$ cat config.mk
export PLATFORM = sky130hd
export DESIGN_NAME = max_weight_queens_search_core
export DESIGN_NICKNAME = d
export VERILOG_FILES = /design/src/design/mqs_pkg.sv /design/src/design/mqs_occupancy.sv /design/src/design/max_weight_queens_search_core.sv
export SDC_FILE = /design/constraint.sdc
export NUM_CORES = 1
export LEC_CHECK = 0
export BUFFER_PORTS_ARGS = -buffer_cell sky130_fd_sc_hd__buf_2
export CAP_MARGIN = 10
export CORE_ASPECT_RATIO = 0.8
export CORE_MARGIN = 1
export CORE_UTILIZATION = 30
export CTS_CLUSTER_DIAMETER = 30
export DETAILED_ROUTE_END_ITERATION = 8
export SYNTH_ARGS = -nofsm -noshare
export SYNTH_HDL_FRONTEND = slang
export SYNTH_SLANG_ARGS = --single-unit
export TNS_END_PERCENT = 50
$ cat constraint.sdc
create_clock -name clk -period 5.9 [get_ports clk]
set_input_delay 0.295 -clock clk [delete_from_list [all_inputs] [get_ports clk]]
set_output_delay 0.295 -clock clk [all_outputs]
set_load 0.005 [all_outputs]
$ cat src/design/mqs_pkg.sv
`timescale 1ns / 1ps
// ----------------------------------------------------------------------------
// mqs_pkg
// Shared types and constants of the max-weight queens search core.
// ----------------------------------------------------------------------------
package mqs_pkg;

	localparam int ROW_W       = 3;
	localparam int WEIGHT_IN_W = 8;
	localparam int SCORE_W     = 11;
	localparam logic [SCORE_W-1:0] SCORE_MAX = 11'h7ff;

	// Command from the sequencer to the occupancy tracker
	typedef struct packed {
		logic clear;
		logic toggle;
	} occ_cmd_t;

	typedef enum logic [3:0] {
		ST_LOAD  = 4'b0001,
		ST_SCAN  = 4'b0010,
		ST_PLACE = 4'b0100,
		ST_DONE  = 4'b1000
	} state_t;

endpackage

$ cat src/design/mqs_occupancy.sv
`timescale 1ns / 1ps
// ----------------------------------------------------------------------------
// mqs_occupancy
// Column, rising-diagonal and falling-diagonal occupancy bitmaps with one
// attack check port, one toggle port and a clear command.
// ----------------------------------------------------------------------------
module mqs_occupancy #(
	parameter int BOARD_SIZE = 8,
	localparam int IDX_W = (BOARD_SIZE > 1) ? $clog2(BOARD_SIZE) : 1
) (
	input  logic              clk,
	input  logic              arst_n,
	input  mqs_pkg::occ_cmd_t cmd,
	input  logic [IDX_W-1:0]  chk_row,
	input  logic [IDX_W-1:0]  chk_col,
	input  logic [IDX_W-1:0]  tgl_row,
	input  logic [IDX_W-1:0]  tgl_col,
	output logic              free
);
	import mqs_pkg::*;

	localparam int DIAG = 2 * BOARD_SIZE - 1;
	localparam int DW   = (DIAG > 1) ? $clog2(DIAG) : 1;

	logic [BOARD_SIZE-1:0] col_q;
	logic [DIAG-1:0]       rise_q;
	logic [DIAG-1:0]       fall_q;

	logic [DW-1:0] chk_rise, chk_fall, tgl_rise, tgl_fall;

	// falling diagonal index: row + (N-1) - col, never negative
	assign chk_rise = DW'(chk_row) + DW'(chk_col);
	assign chk_fall = DW'(chk_row) + DW'(BOARD_SIZE - 1) - DW'(chk_col);
	assign tgl_rise = DW'(tgl_row) + DW'(tgl_col);
	assign tgl_fall = DW'(tgl_row) + DW'(BOARD_SIZE - 1) - DW'(tgl_col);

	assign free = !col_q[chk_col] && !rise_q[chk_rise] && !fall_q[chk_fall];

	always_ff @(posedge clk or negedge arst_n) begin
		if (!arst_n) begin
			col_q  <= '0;
			rise_q <= '0;
			fall_q <= '0;
		end else if (cmd.clear) begin
			col_q  <= '0;
			rise_q <= '0;
			fall_q <= '0;
		end else if (cmd.toggle) begin
			col_q[tgl_col]   <= ~col_q[tgl_col];
			rise_q[tgl_rise] <= ~rise_q[tgl_rise];
			fall_q[tgl_fall] <= ~fall_q[tgl_fall];
		end
	end

endmodule

$ cat src/design/max_weight_queens_search_core.sv
`timescale 1ns / 1ps
// ----------------------------------------------------------------------------
// max_weight_queens_search_core
// Loads an N by N weight board and finds the heaviest non-attacking placement
// of N queens by iterative backtracking.
// ----------------------------------------------------------------------------
// Squares load at one per cycle into an on-chip weight memory while
// square_ready is high; off-board squares are dropped. The transfer marked
// last starts the search, during which square_ready is low. The search steps
// one candidate column per cycle through a single attack check, except where
// a free square enters the placement state, in which the registered weight
// memory read feeds the shared adder; a backtrack takes a scan step of its
// own. The search is exhaustive, so its running time does not depend on the
// weights. A finished search waits in the done state until a previous score
// still held is taken by score_ready. Squares of the next board may load
// while the previous score still waits on score_ready.
// Scores above 2047 saturate.
// ----------------------------------------------------------------------------
module max_weight_queens_search_core #(
	parameter int BOARD_SIZE  = 8,
	parameter int WEIGHT_BITS = 8
) (
	input  logic                              clk,
	input  logic                              arst_n,
	input  logic                              square_valid,
	output logic                              square_ready,
	input  logic [mqs_pkg::ROW_W-1:0]         row,
	input  logic [mqs_pkg::ROW_W-1:0]         col,
	input  logic [mqs_pkg::WEIGHT_IN_W-1:0]   weight,
	input  logic                              last,
	output logic                              score_valid,
	input  logic                              score_ready,
	output logic [mqs_pkg::SCORE_W-1:0]       highest_score
);
	import mqs_pkg::*;

	localparam int WB      = (WEIGHT_BITS < WEIGHT_IN_W) ? WEIGHT_BITS : WEIGHT_IN_W;
	localparam int IDX_W   = (BOARD_SIZE > 1) ? $clog2(BOARD_SIZE) : 1;
	localparam int CNT_W   = $clog2(BOARD_SIZE + 1);
	localparam int SQ      = BOARD_SIZE * BOARD_SIZE;
	localparam int AW      = (SQ > 1) ? $clog2(SQ) : 1;
	localparam int SUM_MAX = BOARD_SIZE * ((1 << WB) - 1);
	localparam int SUM_W   = $clog2(SUM_MAX + 1);

	state_t state_q;

	logic [IDX_W-1:0] lvl_q;
	logic [CNT_W-1:0] c_q;
	logic [SUM_W-1:0] best_q;
	logic             score_valid_q;
	logic [SCORE_W-1:0] score_q;

	logic [WB-1:0]    weight_mem_q [SQ];
	logic [WB-1:0]    rd_q;
	logic [IDX_W-1:0] queen_q   [BOARD_SIZE];
	logic [SUM_W-1:0] partial_q [BOARD_SIZE];

	logic             accept;
	logic             on_board;
	logic [AW-1:0]    wr_addr;
	logic [AW-1:0]    rd_addr;
	logic [IDX_W-1:0] c_idx;
	logic             col_end;
	logic             free;
	logic [IDX_W-1:0] prev_lvl;
	logic [IDX_W-1:0] prev_col;
	logic [SUM_W-1:0] sum;
	logic [31:0]      best_wide;
	occ_cmd_t         occ_cmd;
	logic [IDX_W-1:0] tgl_row, tgl_col;

	assign square_ready  = (state_q == ST_LOAD);
	assign accept        = square_valid && square_ready;
	assign score_valid   = score_valid_q;
	assign highest_score = score_q;

	assign on_board = (32'(row) < BOARD_SIZE) && (32'(col) < BOARD_SIZE);
	assign wr_addr  = AW'(row) * AW'(BOARD_SIZE) + AW'(col);
	assign c_idx    = c_q[IDX_W-1:0];
	assign rd_addr  = AW'(lvl_q) * AW'(BOARD_SIZE) + AW'(c_idx);
	assign col_end  = (c_q == CNT_W'(BOARD_SIZE));
	assign prev_lvl = lvl_q - IDX_W'(1);
	assign prev_col = queen_q[prev_lvl];
	assign sum      = partial_q[lvl_q] + SUM_W'(rd_q);
	assign best_wide = 32'(best_q);

	// Occupancy updates: clear on search start, set on placement, undo on backtrack
	always_comb begin
		occ_cmd = '0;
		tgl_row = lvl_q;
		tgl_col = c_idx;
		case (state_q)
			ST_LOAD: begin
				occ_cmd.clear = accept && last;
			end
			ST_SCAN: begin
				if (col_end && lvl_q != '0) begin
					occ_cmd.toggle = 1'b1;
					tgl_row        = prev_lvl;
					tgl_col        = prev_col;
				end
			end
			ST_PLACE: begin
				// the leaf row is scored without marking it
				occ_cmd.toggle = (32'(lvl_q) != BOARD_SIZE - 1);
			end
			default: begin
				occ_cmd = '0;
			end
		endcase
	end

	mqs_occupancy #(
		.BOARD_SIZE(BOARD_SIZE)
	) u_occ (
		.clk     (clk),
		.arst_n  (arst_n),
		.cmd     (occ_cmd),
		.chk_row (lvl_q),
		.chk_col (c_idx),
		.tgl_row (tgl_row),
		.tgl_col (tgl_col),
		.free    (free)
	);

	always_ff @(posedge clk) begin
		if (accept && on_board) begin
			weight_mem_q[wr_addr] <= weight[WB-1:0];
		end
		if (state_q == ST_SCAN && !col_end && free) begin
			rd_q <= weight_mem_q[rd_addr];
		end
	end

	always_ff @(posedge clk) begin
		if (accept && last) begin
			partial_q[0] <= '0;
		end
		if (state_q == ST_PLACE && 32'(lvl_q) != BOARD_SIZE - 1) begin
			partial_q[lvl_q + IDX_W'(1)] <= sum;
			queen_q[lvl_q]               <= c_idx;
		end
		if (state_q == ST_DONE && (!score_valid_q || score_ready)) begin
			score_q <= (best_wide > 32'(SCORE_MAX)) ? SCORE_MAX : best_wide[SCORE_W-1:0];
		end
	end

	always_ff @(posedge clk or negedge arst_n) begin
		if (!arst_n) begin
			state_q       <= ST_LOAD;
			lvl_q         <= '0;
			c_q           <= '0;
			best_q        <= '0;
			score_valid_q <= 1'b0;
		end else begin
			// in ST_DONE the new score takes the slot of the one leaving
			if (score_valid_q && score_ready && state_q != ST_DONE) begin
				score_valid_q <= 1'b0;
			end
			case (state_q)
				ST_LOAD: begin
					if (accept && last) begin
						lvl_q   <= '0;
						c_q     <= '0;
						best_q  <= '0;
						state_q <= ST_SCAN;
					end
				end
				ST_SCAN: begin
					if (col_end) begin
						if (lvl_q == '0) begin
							state_q <= ST_DONE;
						end else begin
							lvl_q <= prev_lvl;
							c_q   <= CNT_W'(prev_col) + CNT_W'(1);
						end
					end else if (free) begin
						state_q <= ST_PLACE;
					end else begin
						c_q <= c_q + CNT_W'(1);
					end
				end
				ST_PLACE: begin
					if (32'(lvl_q) == BOARD_SIZE - 1) begin
						if (sum > best_q) begin
							best_q <= sum;
						end
						c_q <= c_q + CNT_W'(1);
					end else begin
						lvl_q <= lvl_q + IDX_W'(1);
						c_q   <= '0;
					end
					state_q <= ST_SCAN;
				end
				ST_DONE: begin
					if (!score_valid_q || score_ready) begin
						score_valid_q <= 1'b1;
						state_q       <= ST_LOAD;
					end
				end
				default: begin
					state_q <= ST_LOAD;
				end
			endcase
		end
	end

	// a placement always follows a successful column check
	a_place_after_scan: assert property (@(posedge clk) disable iff (!arst_n)
		state_q == ST_PLACE |-> $past(state_q) == ST_SCAN)
		else $error("placement without a preceding column check");

	a_col_range: assert property (@(posedge clk) disable iff (!arst_n)
		32'(c_q) <= BOARD_SIZE)
		else $error("column counter beyond board");

	a_lvl_range: assert property (@(posedge clk) disable iff (!arst_n)
		32'(lvl_q) < BOARD_SIZE)
		else $error("search level beyond board");

	a_score_from_done: assert property (@(posedge clk) disable iff (!arst_n)
		$rose(score_valid) |-> $past(state_q) == ST_DONE)
		else $error("score raised outside search completion");

	a_no_load_in_search: assert property (@(posedge clk) disable iff (!arst_n)
		(state_q == ST_SCAN || state_q == ST_PLACE) |-> !square_ready)
		else $error("square accepted during search");

endmodule
==> results by group <==
Layout
  – Nets: 1734
  – Layout cells sized above 1: 0.283
  – Syn-to-layout area delta: 18.5%

GRT
  – Vias in the first global route: about 16k
  – Largest net degree at the start of global routing: between 100 and 150
  – Total grt overflow: 0
  – First-pass GRT wire length: just over 100000 um
  – Tot GR Track Use: 0.138
  – Initial antenna violation count: 3

Critical path
  – R2R Setup Slk: 850 ps
  – CP arrival: roughly 5600 ps
  – CP Launch Type: flip-flop
  – Critical path peak fanout: 32
  – WP data required: 6490 ps
  – FF-to-FF Start: lvl_q[0]
  – R2R cell count: 17
  – Reg-to-Reg End: best_q[4]
  – Endpoint type of the worst setup path: flip-flop
  – Crit path kind: flip-flop to flip-flop

Route
  – Vias/cell: around 5.0
  – DR top layer: met4
  – Routed len/inst: between 20 and 25 um
  – Detail Route Antenna Nets: 0
  – DRT Pass-1 Iters: 5
  – DR vias: about 15k
  – Metal1 wirelength: about 31000 um
  – Iteration-0 DRC count of the detailed router: between 1k and 1.5k
  – Met2 Routed Length: between 30000 and 40000 um
  – WL met3: ~5000 um
  – Final WL: ~68000 um
  – Number of remaining DRC errors: 0

Power and ir drop
  – Sw Share: 0.309
  – NetSw: between 4 and 5 mW
  – Total Power: roughly 16 mW
  – Combinational Power Share: 0.241
  – Maximum vdd drop: 0.294 mV
  – Internal: 11.2 mW
  – Clk network pwr share: 0.406
  – Pleak: roughly 11 nW
  – Power Density: 461 nW/um^2
  – Sequential power share: 0.353

CTS
  – CTS tree: yes
  – Post-CTS setup buffer count: 0
  – Clock latency at the later pin of the worst-skew pair: 680 ps
  – TritonCTS Buffers: 110
  – Clock root cell: clkbuf_16
  – # clock sinks: ~700
  – H-tree Lvls: 3
  – Clock slew at reported path FFs: 50 ps
  – Worst-case clock buffer depth: 3

Synthesis
  – Largest cells by area after synthesis: edfxtp_1, mux4_2, dfrtp_1
  – Ys async rst share: 0.0866
  – Netlist cell types: between 70 and 80
  – Proportion of synthesized area in mux cells: 0.168
  – Compound-cell area share of the yosys netlist: 0.0396
  – Simple-gate share of the synthesized area: 0.0449
  – Mapped cell area: between 20000 and 30000 sq um
  – Synth area leader: edfxtp_1
  – Syn Nets: approximately 1.6k
  – Post-Syn Area per Cell: 18.7 sq um
  – Mapped Cells: 1585
  – Count of state elements after synthesis: a little over 700
  – Post-synth EDFFs: between 600 and 700
  – Adder-cell share of the synthesized area: 0.0199
  – Seq/Total Area, Yosys: 0.705
  – Largest family of logic cells by synthesized area: multiplexers
  – Post-synth top area share: 0.653
  – Top-count cell post-synth: edfxtp_1
  – Top cells by count, synth: edfxtp_1, mux4_2, nor2_1
  – Predominant post-synthesis flop cell: edfxtp_1
  – Post-synthesis xor/xnor area fraction: 0.00444
  – Ys Warns: 0

Timing
  – Worst Tran Pin Value: 1180 ps
  – Unrepaired setup endpoints after global routing: false
  – Worst rel slew slack: 0.212
  – Min setup slack post-route: approximately 850 ps
  – Fin. Hold Viols: 0
  – Tcrit/Tclk final: 0.856
  – Worst Skew: about 27 ps
  – Setup-failing EPs final: 0
  – Tmin final: 5050 ps
  – Slew Viols, Final: 0
  – Final hold slack: between 100 and 150 ps
  – Max Clk Rate: 198 MHz
  – Final setup TNS: 0 ps

Outcome
  – Status: finished clean

Hold path
  – Worst hold path type: input pin to flip-flop
  – Min-Delay Endpoint: score_valid
  – Hold Crit Depth: 3
  – Hold Path Origin: score_ready

Floorplan
  – Total I/O pin count: 32
  – Die X: approximately 350 um
  – Row cnt: 102
  – Core ar.: roughly 97000 sq um
  – Height of the die: 283 um
  – Die area: 99800 sq um
  – Initial Util: 0.304

Placement
  – Detailed-placement wirelength estimate: 42000 um
  – Port bufs: 31
  – Worst slack, placed: around 900 ps
  – GPL Wtd Cong: 0.841

Job
  – Max-cap violations: 0
==> worst max path at each step <==
stage / to / from / cells past startpoint / slack, ps
6_report: best_q[4] / lvl_q[0] / 17 / 850
2_1_floorplan: u_occ.fall_q[1] / lvl_q[0] / 16 / 780
3_3_place_gp: u_occ.fall_q[1] / lvl_q[0] / 12 / 1030
4_1_cts: best_q[4] / lvl_q[0] / 17 / 840
3_5_place_dp: best_q[4] / lvl_q[0] / 17 / 900
5_1_grt: best_q[4] / lvl_q[0] / 17 / 310
==> kinds of logic (layout without fill, tap and decap cells) <==
| logic type | after synthesis | count (layout) |
|---|---|---|
| other | 0 | 1 |
| XOR/XNOR | 15 | 15 |
| multiplexers | 230 | 230 |
| buffers and inverters | 127 | 311 |
| adder cells (fa/ha/maj) | 44 | 44 |
| AND/OR/NAND/NOR | 280 | 280 |
| flip-flops | 704 | 704 |
| AO/OA/AOI/OAI | 185 | 185 |
==> power by group through the flow <==
stage	Clock (mW)	Sequential, mW	Combinational [mW]
final	6.55	5.70	3.90
after floorplan	0	5.76	2.73
after global placement	0	5.80	3.80
after global routing	6.89	5.72	4.25
after CTS	6.67	5.70	3.89
after detailed placement	0	5.80	3.87
==> layer usage <==
metal,vias to the layer above,track usage
li1,6655,-
met1,8127,0.201
met2,515,0.205
met3,111,0.0315
met4,0,0.0394
met5,-,0
==> layout by cell type, fill, tap and decap left out, drive strengths merged, types with 9 or more instances in the layout <==
cell type and n:
a21oi 34, a31oi 10, buf 58, bufinv 11
clkbuf 119, clkinv 39, clkinvlp 12, dfrtp 60
edfxtp 643, ha 39, inv 71, mux2i 12
mux4 211, nand2 76, nand3 12, nand3b 9
nor2 115, nor2b 10, nor3 13, o211ai 10
o21ai 82, o31ai 10, xnor2 11
==> per-stage QoR <==
| step | util | instance area, sq um | instances |
|---|---|---|---|
| detailed placement | 0.321 | 31200 | 2858 |
| global route | 0.360 | 35000 | 3069 |
| global placement | 0.321 | 31200 | 2858 |
| CTS | 0.360 | 35000 | 3069 |
| floorplan | - | 29600 | 1585 |
| finish | 0.360 | 35100 | 3070 |
==> final cells by class <==
type,count,area (sq um)
diodes,1,2.50
clock buffers,119,2840
clock inverters,91,998
fillers,8990,62200
inverters,42,158
multi-input cells,754,8190
flip-flops and latches,704,20800
well taps,1300,1630
repair buffers,59,393
==> registers in the layout (all words and copies together), names as in the netlist <==
| name | flops |
|---|---|
| weight_mem_q | 512 |
| partial_q | 88 |
| queen_q | 24 |
| u_occ.fall_q | 15 |
| u_occ.rise_q | 15 |
| best_q | 11 |
| highest_score | 11 |
| rd_q | 8 |
| u_occ.col_q | 8 |
| c_q | 4 |
| state_q | 4 |
| lvl_q | 3 |
| score_valid | 1 |
==> worst max-delay path, stage by stage, from the launching register on <==
cell       delay (ps)
dfrtp_2           360
buf_4             480
mux4_2            580
nand2_1            90
nand2_1            90
ha_1              310
a211oi_1          300
o21ai_0           220
a2111oi_0         460
a211oi_1          130
xnor2_1           320
ha_1              320
nand4_1            90
nor2_1             60
a31oi_1           240
o21ai_1           210
nor2_2            420
mux2i_1           260
==> what timing repair did <==
item,in CTS,in global routing
hold buffers,1,0
endpoints found under the setup margin,0,0
hold endpoints to repair,60,0
resized for setup,0,0
No activity file was read; power rests on OpenSTA's default activity.
